`src/design/spd_pkg.sv`:
```
// Shared types and constants for the serial packet deframer.
`timescale 1ns / 1ps
package spd_pkg;

  localparam int unsigned LenLimit  = 4095;
  localparam int unsigned FifoDepth = 2;
  localparam int unsigned PtrW      = (FifoDepth > 1) ? $clog2(FifoDepth) : 1;
  localparam int unsigned CntW      = $clog2(FifoDepth + 1);

  localparam logic [7:0] LineFeed   = 8'h0A;
  localparam logic [7:0] StripMask  = 8'h7F;
  localparam logic [8:0] IdleSatMax = 9'h1FF;

  typedef enum logic [2:0] {
    REG_START_CHAR   = 3'd0,
    REG_END_CHAR     = 3'd1,
    REG_PARITY_ON    = 3'd2,
    REG_MAX_LEN      = 3'd3,
    REG_TIMEOUT_SECS = 3'd4
  } spd_reg_e;

  typedef enum logic [1:0] {
    KIND_DATA    = 2'd0,
    KIND_DONE    = 2'd1,
    KIND_LONG    = 2'd2,
    KIND_TIMEOUT = 2'd3
  } spd_kind_e;

  // Classification of one accepted word, settled by the front end.
  typedef enum logic [1:0] {
    CLS_TICK  = 2'd0,
    CLS_START = 2'd1,
    CLS_TERM  = 2'd2,
    CLS_OTHER = 2'd3
  } spd_class_e;

  typedef enum logic {
    ST_HUNT   = 1'b0,
    ST_PACKET = 1'b1
  } spd_state_e;

  typedef struct packed {
    logic [7:0]  start_char;
    logic [7:0]  end_char;
    logic        parity_on;
    logic [11:0] max_len;
    logic [7:0]  timeout_secs;
  } spd_cfg_t;

  typedef struct packed {
    spd_class_e cls;
    logic [7:0] raw;
  } spd_item_t;

  typedef struct packed {
    logic empty;
    logic full;
  } spd_qstat_t;

endpackage

```
`src/design/serial_packet_deframer.sv`:
```
// Top level of the serial packet deframer: configuration registers and the front/back split.
// Each accepted word is written into the queue; its result is registered in the back end's result stage when it leaves.
// Throughput: one word per cycle while the result channel takes each result, set by the state update in the back end.
// The two-entry queue lets the front keep accepting while a result waits at the output.
// Reset: registers return to their defaults, the block hunts for a start character,
// the queue empties and no result is pending; no clearing pass is needed.
`timescale 1ns / 1ps
module serial_packet_deframer (
  input  logic        clk_i,
  input  logic        rst_ni,
  // Configuration write port
  input  logic        cfg_we_i,
  input  logic [2:0]  cfg_index_i,
  input  logic [11:0] cfg_data_i,
  // Input channel
  input  logic        in_valid_i,
  output logic        in_ready_o,
  input  logic        operation_i,
  input  logic [7:0]  rx_byte_i,
  // Result channel
  output logic        out_valid_o,
  input  logic        out_ready_i,
  output logic [1:0]  kind_o,
  output logic [7:0]  data_byte_o,
  output logic [11:0] byte_index_o,
  output logic [11:0] packet_length_o
);
  import spd_pkg::*;

  spd_cfg_t   cfg_q, cfg_d;
  spd_item_t  push_item;
  spd_item_t  head;
  spd_qstat_t qstat;
  logic       push;
  logic       pop;

  // Take a register write; unknown indexes drop silently, data is masked to width.
  always_comb begin
    cfg_d = cfg_q;
    if (cfg_we_i) begin
      unique case (cfg_index_i)
        REG_START_CHAR:   cfg_d.start_char   = cfg_data_i[7:0];
        REG_END_CHAR:     cfg_d.end_char     = cfg_data_i[7:0];
        REG_PARITY_ON:    cfg_d.parity_on    = cfg_data_i[0];
        REG_MAX_LEN:      cfg_d.max_len      = cfg_data_i;
        REG_TIMEOUT_SECS: cfg_d.timeout_secs = cfg_data_i[7:0];
        default:          cfg_d = cfg_q;
      endcase
    end
  end

  always_ff @(posedge clk_i or negedge rst_ni) begin
    if (!rst_ni) begin
      cfg_q.start_char   <= 8'd1;
      cfg_q.end_char     <= 8'd13;
      cfg_q.parity_on    <= 1'b0;
      cfg_q.max_len      <= 12'd94;
      cfg_q.timeout_secs <= 8'd10;
    end else begin
      cfg_q <= cfg_d;
    end
  end

  // Front end: classify each word as it is accepted and push it into the queue.
  spd_front u_front (
    .cfg_i       (cfg_q),
    .in_valid_i  (in_valid_i),
    .in_ready_o  (in_ready_o),
    .operation_i (operation_i),
    .rx_byte_i   (rx_byte_i),
    .qstat_i     (qstat),
    .push_o      (push),
    .push_item_o (push_item)
  );

  // Hold classified words until the back end can take them.
  spd_queue u_queue (
    .clk_i       (clk_i),
    .rst_ni      (rst_ni),
    .push_i      (push),
    .push_item_i (push_item),
    .pop_i       (pop),
    .head_o      (head),
    .qstat_o     (qstat)
  );

  // Back end: advance the packet state and register at most one result per word.
  spd_back u_back (
    .clk_i           (clk_i),
    .rst_ni          (rst_ni),
    .cfg_i           (cfg_q),
    .head_i          (head),
    .qstat_i         (qstat),
    .pop_o           (pop),
    .out_valid_o     (out_valid_o),
    .out_ready_i     (out_ready_i),
    .kind_o          (kind_o),
    .data_byte_o     (data_byte_o),
    .byte_index_o    (byte_index_o),
    .packet_length_o (packet_length_o)
  );

endmodule

```
`src/design/spd_front.sv`:
```
// Front end: accepts input words and classifies them against the configured characters.
`timescale 1ns / 1ps
module spd_front (
  input  spd_pkg::spd_cfg_t  cfg_i,
  input  logic               in_valid_i,
  output logic               in_ready_o,
  input  logic               operation_i,
  input  logic [7:0]         rx_byte_i,
  input  spd_pkg::spd_qstat_t qstat_i,
  output logic               push_o,
  output spd_pkg::spd_item_t push_item_o
);
  import spd_pkg::*;

  logic [7:0] cmp_char;

  assign in_ready_o = !qstat_i.full;
  assign push_o     = in_valid_i && in_ready_o;
  assign cmp_char   = cfg_i.parity_on ? (rx_byte_i & StripMask) : rx_byte_i;

  always_comb begin
    push_item_o.raw = rx_byte_i;
    // Start test wins over the terminator test.
    priority if (operation_i) begin
      push_item_o.cls = CLS_TICK;
    end else if (cmp_char == cfg_i.start_char) begin
      push_item_o.cls = CLS_START;
    end else if (cmp_char == cfg_i.end_char || cmp_char == LineFeed) begin
      push_item_o.cls = CLS_TERM;
    end else begin
      push_item_o.cls = CLS_OTHER;
    end
  end

endmodule

```
`src/design/spd_queue.sv`:
```
// Short queue of classified words between the front and back ends.
`timescale 1ns / 1ps
module spd_queue (
  input  logic                clk_i,
  input  logic                rst_ni,
  input  logic                push_i,
  input  spd_pkg::spd_item_t  push_item_i,
  input  logic                pop_i,
  output spd_pkg::spd_item_t  head_o,
  output spd_pkg::spd_qstat_t qstat_o
);
  import spd_pkg::*;

  spd_item_t        mem_q [FifoDepth];
  logic [PtrW-1:0]  wr_ptr_q, wr_ptr_d;
  logic [PtrW-1:0]  rd_ptr_q, rd_ptr_d;
  logic [CntW-1:0]  count_q, count_d;

  function automatic logic [PtrW-1:0] ptr_next(input logic [PtrW-1:0] p);
    if (p == PtrW'(FifoDepth - 1)) begin
      return '0;
    end
    return p + PtrW'(1);
  endfunction

  assign qstat_o.empty = (count_q == '0);
  assign qstat_o.full  = (count_q == CntW'(FifoDepth));
  assign head_o        = mem_q[rd_ptr_q];

  always_comb begin
    wr_ptr_d = push_i ? ptr_next(wr_ptr_q) : wr_ptr_q;
    rd_ptr_d = pop_i  ? ptr_next(rd_ptr_q) : rd_ptr_q;
    count_d  = count_q;
    if (push_i && !pop_i) begin
      count_d = count_q + CntW'(1);
    end else if (pop_i && !push_i) begin
      count_d = count_q - CntW'(1);
    end
  end

  always_ff @(posedge clk_i or negedge rst_ni) begin
    if (!rst_ni) begin
      wr_ptr_q <= '0;
      rd_ptr_q <= '0;
      count_q  <= '0;
    end else begin
      wr_ptr_q <= wr_ptr_d;
      rd_ptr_q <= rd_ptr_d;
      count_q  <= count_d;
    end
  end

  always_ff @(posedge clk_i) begin
    if (push_i) begin
      mem_q[wr_ptr_q] <= push_item_i;
    end
  end

endmodule

```
`src/design/spd_back.sv`:
```
// Back end: packet state, idle timer and the registered result stage.
`timescale 1ns / 1ps
module spd_back (
  input  logic                clk_i,
  input  logic                rst_ni,
  input  spd_pkg::spd_cfg_t   cfg_i,
  input  spd_pkg::spd_item_t  head_i,
  input  spd_pkg::spd_qstat_t qstat_i,
  output logic                pop_o,
  output logic                out_valid_o,
  input  logic                out_ready_i,
  output logic [1:0]          kind_o,
  output logic [7:0]          data_byte_o,
  output logic [11:0]         byte_index_o,
  output logic [11:0]         packet_length_o
);
  import spd_pkg::*;

  localparam logic [11:0] LenLimitW = 12'(LenLimit);

  spd_state_e  state_q, state_d;
  logic [11:0] count_q, count_d;
  logic [8:0]  idle_q, idle_d;
  logic        out_valid_q, out_valid_d;
  spd_kind_e   kind_q, kind_d;
  logic [7:0]  data_q, data_d;
  logic [11:0] index_q, index_d;
  logic [11:0] length_q, length_d;

  logic        has_res;
  logic [8:0]  idle_inc;
  logic        timed_out;
  logic [11:0] limit;
  logic        at_limit;

  assign pop_o     = !qstat_i.empty && (!out_valid_q || out_ready_i);
  assign idle_inc  = (idle_q == IdleSatMax) ? idle_q : idle_q + 9'd1;
  assign timed_out = idle_inc > {1'b0, cfg_i.timeout_secs};
  assign limit     = (LenLimitW < cfg_i.max_len) ? LenLimitW : cfg_i.max_len;
  assign at_limit  = count_q >= limit;

  // Next state.
  always_comb begin
    state_d = state_q;
    if (pop_o) begin
      unique case (head_i.cls)
        CLS_TICK:  if (timed_out) state_d = ST_HUNT;
        CLS_START: state_d = ST_PACKET;
        CLS_TERM:  state_d = ST_HUNT;
        CLS_OTHER: if (at_limit) state_d = ST_HUNT;
        default:   state_d = state_q;
      endcase
    end
  end

  // Counters and result.
  always_comb begin
    count_d  = count_q;
    idle_d   = idle_q;
    has_res  = 1'b0;
    kind_d   = kind_q;
    data_d   = '0;
    index_d  = '0;
    length_d = '0;
    if (pop_o) begin
      idle_d = '0;
      unique case (head_i.cls)
        CLS_TICK: begin
          if (timed_out) begin
            count_d = '0;
            has_res = 1'b1;
            kind_d  = KIND_TIMEOUT;
          end else begin
            idle_d = idle_inc;
          end
        end
        CLS_START: ;
        CLS_TERM: begin
          if (state_q == ST_PACKET) begin
            count_d  = '0;
            has_res  = 1'b1;
            kind_d   = KIND_DONE;
            length_d = count_q;
          end
        end
        CLS_OTHER: begin
          if (state_q == ST_PACKET) begin
            has_res = 1'b1;
            if (at_limit) begin
              count_d = '0;
              kind_d  = KIND_LONG;
            end else begin
              kind_d  = KIND_DATA;
              data_d  = head_i.raw;
              index_d = count_q;
              count_d = count_q + 12'd1;
            end
          end
        end
        default: ;
      endcase
    end
    out_valid_d = pop_o ? has_res : (out_valid_q && !out_ready_i);
  end

  always_ff @(posedge clk_i or negedge rst_ni) begin
    if (!rst_ni) begin
      state_q     <= ST_HUNT;
      count_q     <= '0;
      idle_q      <= '0;
      out_valid_q <= 1'b0;
    end else begin
      state_q     <= state_d;
      count_q     <= count_d;
      idle_q      <= idle_d;
      out_valid_q <= out_valid_d;
    end
  end

  always_ff @(posedge clk_i) begin
    if (pop_o && has_res) begin
      kind_q   <= kind_d;
      data_q   <= data_d;
      index_q  <= index_d;
      length_q <= length_d;
    end
  end

  assign out_valid_o     = out_valid_q;
  assign kind_o          = kind_q;
  assign data_byte_o     = data_q;
  assign byte_index_o    = index_q;
  assign packet_length_o = length_q;

endmodule
```
`config.mk`:
```
export PLATFORM = sky130hd
export DESIGN_NAME = serial_packet_deframer
export DESIGN_NICKNAME = d
export VERILOG_FILES = /design/src/design/spd_pkg.sv /design/src/design/serial_packet_deframer.sv /design/src/design/spd_front.sv /design/src/design/spd_queue.sv /design/src/design/spd_back.sv
export SDC_FILE = /design/constraint.sdc
export NUM_CORES = 1
export LEC_CHECK = 0
export ABC_AREA = 1
export ABC_CLOCK_PERIOD_IN_PS = 3650
export BUFFER_PORTS_ARGS = -buffer_cell sky130_fd_sc_hd__buf_2
export CAP_MARGIN = 10
export CORE_ASPECT_RATIO = 0.5
export CORE_MARGIN = 5
export CORE_UTILIZATION = 23
export CTS_CLUSTER_SIZE = 16
export DETAILED_ROUTE_END_ITERATION = 8
export PLACE_DENSITY_LB_ADDON = 0.3
export SETUP_SLACK_MARGIN = 0.1
export SLEW_MARGIN = 0
export SYNTH_ARGS = -nofsm -noshare
export SYNTH_HDL_FRONTEND = slang
export SYNTH_HIERARCHICAL = 1
export SYNTH_SLANG_ARGS = --single-unit
export TNS_END_PERCENT = 50
```
`constraint.sdc`:
```
create_clock -name clk_i -period 3.65 [get_ports clk_i]
set_input_delay 0 -clock clk_i [delete_from_list [all_inputs] [get_ports clk_i]]
set_output_delay 0 -clock clk_i [all_outputs]
set_load 0.005 [all_outputs]
```
==> results of run 1 <==
## power groups by stage
stage	Clock [uW]	Combinational, uW	Sequential [uW]
5_1_grt	1890	1480	1920
2_1_floorplan	0	854	1890
6_report	1770	1330	1880
4_1_cts	1810	1270	1890
3_5_place_dp	0	1250	1920
3_3_place_gp	0	1230	1910
## registers in the layout, summed over array words and instances (netlist names)
name	count
cfg_q	37
u_queue/mem_q	20
u_back/byte_index_o	12
u_back/count_q	12
u_back/packet_length_o	12
u_back/idle_q	9
u_back/data_byte_o	8
u_back/kind_o	2
u_queue/count_q	2
u_back/out_valid_o	1
u_back/state_q	1
u_queue/rd_ptr_q	1
u_queue/wr_ptr_q	1
## per-stage QoR
step                utilization, %  hold WS (ps)  worst slack (ps)
detailed placement            25.7           208               240
finish                        29.4          23.7               379
global placement              25.7           208               321
global route                  29.4          57.8               109
CTS                           29.2          20.5               224
floorplan                        -          -296               302
## timing repair
action                     CTS  global route
hold endpoints to repair    91             0
hold buffers                29             0
buffers inserted             0             4
setup endpoints to repair    0            32
gates resized for setup      0             3
## worst paths after layout
kind,from,end,slack (ps)
worst max-delay path,u_back/idle_q[0],u_back/data_byte_o[2],380
worst min-delay path,cfg_we_i,cfg_q[9],20
worst max register to register,u_back/idle_q[0],u_back/data_byte_o[2],380
worst min register to register,cfg_q[14],cfg_q[14],470
max in group asynchronous,rst_ni,cfg_q[12],2390
min in group asynchronous,rst_ni,cfg_q[2],310
## cells by family (layout without fill, tap and decap cells)
group                    Yosys count  count (layout)  synth area share (%)
AO/OA/AOI/OAI                     23              23                  2.19
XOR/XNOR                          24              24                  3.44
adder cells (fa/ha/maj)           23              23                  4.72
buffers and inverters            114             227                  8.26
flip-flops                       118             118                  53.0
multiplexers                      10              10                  2.40
AND/OR/NAND/NOR                  362             362                  25.9
## critical path, delay by kind of cell (launching register included)
kind | cells | cell delay, ps
AO/OA/AOI/OAI | 1 | 60
AND/OR/NAND/NOR | 15 | 1450
flip-flops | 1 | 420
adder cells (fa/ha/maj) | 2 | 460
buffers and inverters | 4 | 590
## per-layer routing
layer,wire length [um],vias up
li1,-,2341
met1,7320,2215
met2,7170,62
met3,434,17
met4,223,0
met5,0,-
## cells in the final DEF (no fill, tap or decap), types with 2 or more instances in the layout
cell / instances
inv_2: 7
nor4_1: 4
nand3_1: 50
bufinv_16: 4
clkbuf_1: 2
edfxtp_1: 54
ha_1: 23
xnor2_1: 11
clkinv_1: 2
nor2_2: 6
nand2_2: 3
nor2_4: 3
dlygate4sd3_1: 29
inv_1: 82
nand3_2: 2
nor3_1: 9
o22ai_1: 7
a21oi_1: 9
nor2_1: 65
buf_2: 64
o21ai_0: 3
dfrtp_1: 53
clkinvlp_4: 5
nand2_4: 4
nor3_4: 2
clkbuf_16: 18
mux2_4: 9
nand2_1: 203
xor2_1: 13
dfstp_2: 11
buf_4: 9
nand4_1: 7
## area by class of cell
| type | instances | share of cell area [%] |
|---|---|---|
| timing repair buffer | 104 | 9.35 |
| tap | 352 | 5.69 |
| inverter | 91 | 4.46 |
| clock inverter | 12 | 2.28 |
| multi-input combinational | 442 | 30.6 |
| clock buffer | 20 | 5.77 |
| sequential | 118 | 41.8 |
## cell usage after synthesis, drive strengths merged, types with 2 or more instances
library cell    n  share of area, %
ha             23               4.7
inv            90               5.5
nor3           12               1.4
nor2           74               5.1
nand4           7              0.72
nand2         210                13
xnor2          11               1.6
o22ai           7              0.72
or2             2              0.25
clkbuf          4              0.25
edfxtp         54                27
nor4            4              0.41
a21oi          10              0.88
dfrtp          53                22
dfstp          11               4.7
buf            19               2.4
mux2           10               2.4
o21ai           5              0.47
nand3          52               4.4
xor2           13               1.9
==> results.toml, run 1 <==
[timing]
slew_headroom_pct = 30.9
tightest_slew_ps = 1040
finalSetupViolCount = 0
maxSlewViolCount = 0
fin_crit_sh_pct = 89.6
timing.setup.tns_ps = 0
fin_skew_ps = 11.7
rsz0062_at_grt = "no"
min_period_ps = 3270
hold_viol_final = 0
timing.fmax_mhz = 306

[layout]
final_net_count = 826
drive_gt1_share_pct = 20.1
n_antenna_cell = 0
nFillCells = 2771
final_area_um2 = 7740
multi_input_area_um2 = 2370
area_growth_pct = 26.8
regArea_um2 = 3240
fin_cells = 1139

[yosys]
synth-seq-cells = 118
synth-main-ff-cell = "edfxtp_1"
syn-num-nets = 726
synth-edff-count = 54
async_flop_share_pct = 54.2
netlist_area_um2 = 6100
ys_warn_count = 6
syn_inst = 674
ys_seq_area_share_pct = 53.0
synth.avg_cell_area_um2 = 9.05
ys_types = 38

[drt]
vias = 4635
wire_per_inst_um = 13.3
via_per_inst = 4.07
ant_nets = 0
wl_um = 15100
drt_iter0_markers = 241
drc = 0
first_pass_iters = 5

[setup_path]
arrival_ps = 3410
max_stage_delay_ps = 420
critPathLaunchType = "register"
crit_chain = "ha_1 -> inv_1 -> nor3_4 -> nand2_1 -> nor2_2 -> inv_2 -> nand2_1 -> o21ai_2 -> ha_1 -> nand2_1 -> nor2_1 -> nand2_1 -> nand3_1 -> nand2_1 -> nand2_1 -> nand2_1 -> nand2_1 -> nand3_2 -> nand2_4 -> nand2_4 -> clkinvlp_4 -> clkbuf_16"
crit_top_cell = "nand2_1"
worstPathRequired_ps = 3780
crit_slowest_cell = "dfrtp_1"
worstSetupEndpointType = "register"
r2r_cells = 22
path_max_fanout = 16
critPathKind = "reg2reg"

[placement]
gp_congestion = 0.779
dp_hpwl_um = 10800
io_buffers = 64
dpl.cell_count = 1073
placed_cell_area_um2 = 6760

[clock_tree]
h-tree-depth = 4
clk_latency_ps = 420
cts_buffer_depth = 2
clockRootBuffer = "clkbuf_16"
path_clk_slew_ps = 60
cts_buffers = 17
cts_tree = "done"
cts.sink_count = 118

[floorplanning]
core_area_um2 = 26300
ioPinCount = 65
initial_core_util_pct = 23.2
num_rows = 42
dieArea_um2 = 30100
die_w_um = 240
die_h_um = 125

[pwr]
intPower_uw = 3430
p_total_uw = 4980
ir_drop_mv = 0.285
power_frac_seq_pct = 37.8
pwr_density_cell_nw_per_um2 = 644
swShare_pct = 31.2
netSwitchingPower_uw = 1560
leakagePower_uw = 0.00357
comb_power_share_pct = 26.6
p_clk_share_pct = 35.6

[global_routing]
grt_use_met3_pct = 3.08
grt-busiest-layer = "met2"
grt_pass1_vias = 4710
track_usage_pct = 10.4
grt_pass1_wl_um = 24700
grt-ovfl-total = 0
antenna_found_initial = 0
grt_max_degree = 44
met1_usage_pct = 13.7
gr-usage-met2_pct = 16.7

[min_path]
hold_path_class = "in2reg"
min_path_cells = 5

[run_status]
status = "completed"

[job]
drv_cap = 0
(Power assumes the default switching activity.)
==> run 2: changes to the inputs <==
Settings changed: ABC_CLOCK_PERIOD_IN_PS 3650 to 3900, GPL_TIMING_DRIVEN from default to 0.
Clock period 3.65 ns to 3.9 ns, I/O delays scaled along.
==> run 2 against run 1 <==
  * Register-to-register slack better by 110 ps
  * Worst setup slack better by 110 ps
  * Fmax is 4.2% lower
  * Combinational power is 8% lower
  * Critical endpoint is now u_back/data_byte_o[1]
==> results.toml, run 2 (synthesis results as in run 1) <==
[drt]
drc = 0
wire_per_inst_um = 13.3
via_per_inst = 4.10
wl_um = 15300
ant_nets = 0
vias = 4721
first_pass_iters = 5
drt_iter0_markers = 225

[floorplanning]
core_area_um2 = 26300
ioPinCount = 65
dieArea_um2 = 30100
die_h_um = 125
die_w_um = 240
initial_core_util_pct = 23.2
num_rows = 42

[run_status]
status = "completed"

[timing]
hold_viol_final = 0
fin_skew_ps = 10.1
rsz0062_at_grt = "yes"
fin_crit_sh_pct = 87.5
tightest_slew_ps = 853
timing.fmax_mhz = 293
timing.setup.tns_ps = 0
min_period_ps = 3410
slew_headroom_pct = 42.9
setup_ws_ps = 487
maxSlewViolCount = 0
finalSetupViolCount = 0

[layout]
layout_commonest_cell = "nand2_1"
largest_reg_flops = 37
area_growth_pct = 26.2
n_antenna_cell = 0
top_register = "cfg_q"
final_cell_mix = "nand2_1 (203), inv_1 (82), buf_2 (67), nor2_1 (66), edfxtp_1 (54)"
final_net_count = 838
drive_gt1_share_pct = 20.9
reg_top3 = "cfg_q: 37 flops, u_queue/mem_q: 20 flops"

[placement]
dp_hpwl_um = 11100
gp_congestion = 0.794
pre_cts_slack_ps = -127
io_buffers = 64

[setup_path]
r2r_setup_slack_ps = 490
worstPathRequired_ps = 3950
arrival_ps = 3470
worstSetupEndpointType = "register"
path_max_fanout = 16
critPathKind = "reg2reg"
critPathLaunchType = "register"

[global_routing]
antenna_found_initial = 0
grt_pass1_vias = 4777
track_usage_pct = 10.6
grt-ovfl-total = 0
grt_max_degree = 65
grt_pass1_wl_um = 25200

[pwr]
ir_drop_mv = 0.252
leakagePower_uw = 0.00358
pwr_density_cell_nw_per_um2 = 572

[clock_tree]
cts_buffer_depth = 2
clockRootBuffer = "clkbuf_16"
cts_tree = "done"
cts.sink_count = 118
path_clk_slew_ps = 50
cts_buffers = 17
h-tree-depth = 4
clk_latency_ps = 420

[min_path]
hold_path_class = "in2reg"

[job]
drv_cap = 0
[run 2: final cells by class]
| class | instances | area [um2] |
|---|---|---|
| inverter | 91 | 345 |
| clock inverter | 11 | 75.1 |
| fill | 2786 | 18600 |
| buffer | 23 | 163 |
| timing repair buffer | 92 | 613 |
| multi-input combinational | 442 | 2360 |
| clock buffer | 21 | 462 |
| tap | 352 | 440 |
| sequential | 118 | 3240 |
| timing repair inverter | 1 | 7.51 |
[run 2: metal layers]
metal  GRT usage, %  part of all wire (%)  vias up
met4           3.40                   1.3        0
met5              0                     0        -
met2           16.3                    46       86
met1           14.5                    49     2242
li1               -                     -     2379
met3           3.17                   3.7       14
[run 2: per-stage QoR]
step	hold slack (ps)	util (%)	area, um2	total power, uW	cells
global route	23.4	29.3	7700	4710	1151
finish	20.8	29.3	7700	4410	1151
CTS	0.0756	29.2	7680	4450	1149
floorplan	-296	-	6100	2570	674
detailed placement	176	26.1	6870	2990	1090
global placement	193	26.1	6860	2960	1090
[run 2: power breakdown]
part	internal, uW	total (uW)	switching [uW]	leakage, uW
Combinational	470	1230	761	0.00199
Clock	849	1410	559	0.000267
Sequential	1630	1770	134	0.00132
Total	2950	4410	1450	0.00358
[run 2: worst max-delay path, cell delays in order (launching register included)]
cell and delay [ps]:
dfrtp_1 400, ha_1 170, inv_1 90, nor3_4 160, nand2_1 90, nor2_1 220
nor3_1 80, a21oi_1 240, ha_1 300, nand2_1 70, nor2_1 50, nand2_1 50
nand3_1 60, nand2_1 60, nand2_1 40, nand2_1 50, nand2_1 100, nand3_2 80
nand2_2 90, nand2_4 110, buf_6 190, clkinvlp_4 350
[run 2: final timing paths]
path                                   from               endpoint  cells past startpoint
setup reg to reg           u_back/idle_q[0]  u_back/data_byte_o[1]                     21
min in group asynchronous            rst_ni              cfg_q[20]                      2
hold / removal               cfg_index_i[2]              cfg_q[19]                      5
setup / recovery           u_back/idle_q[0]  u_back/data_byte_o[1]                     21
hold reg to reg                    cfg_q[1]               cfg_q[1]                      2
max in group asynchronous            rst_ni       u_back/idle_q[1]                      2
[run 2: timing repair]
item | in CTS | in global routing
gates resized for setup | 1 | 1
hold endpoints to repair | 111 | 0
gates cloned | 0 | 1
buffers inserted | 0 | 1
hold buffers | 27 | 0
setup endpoints to repair | 32 | 32
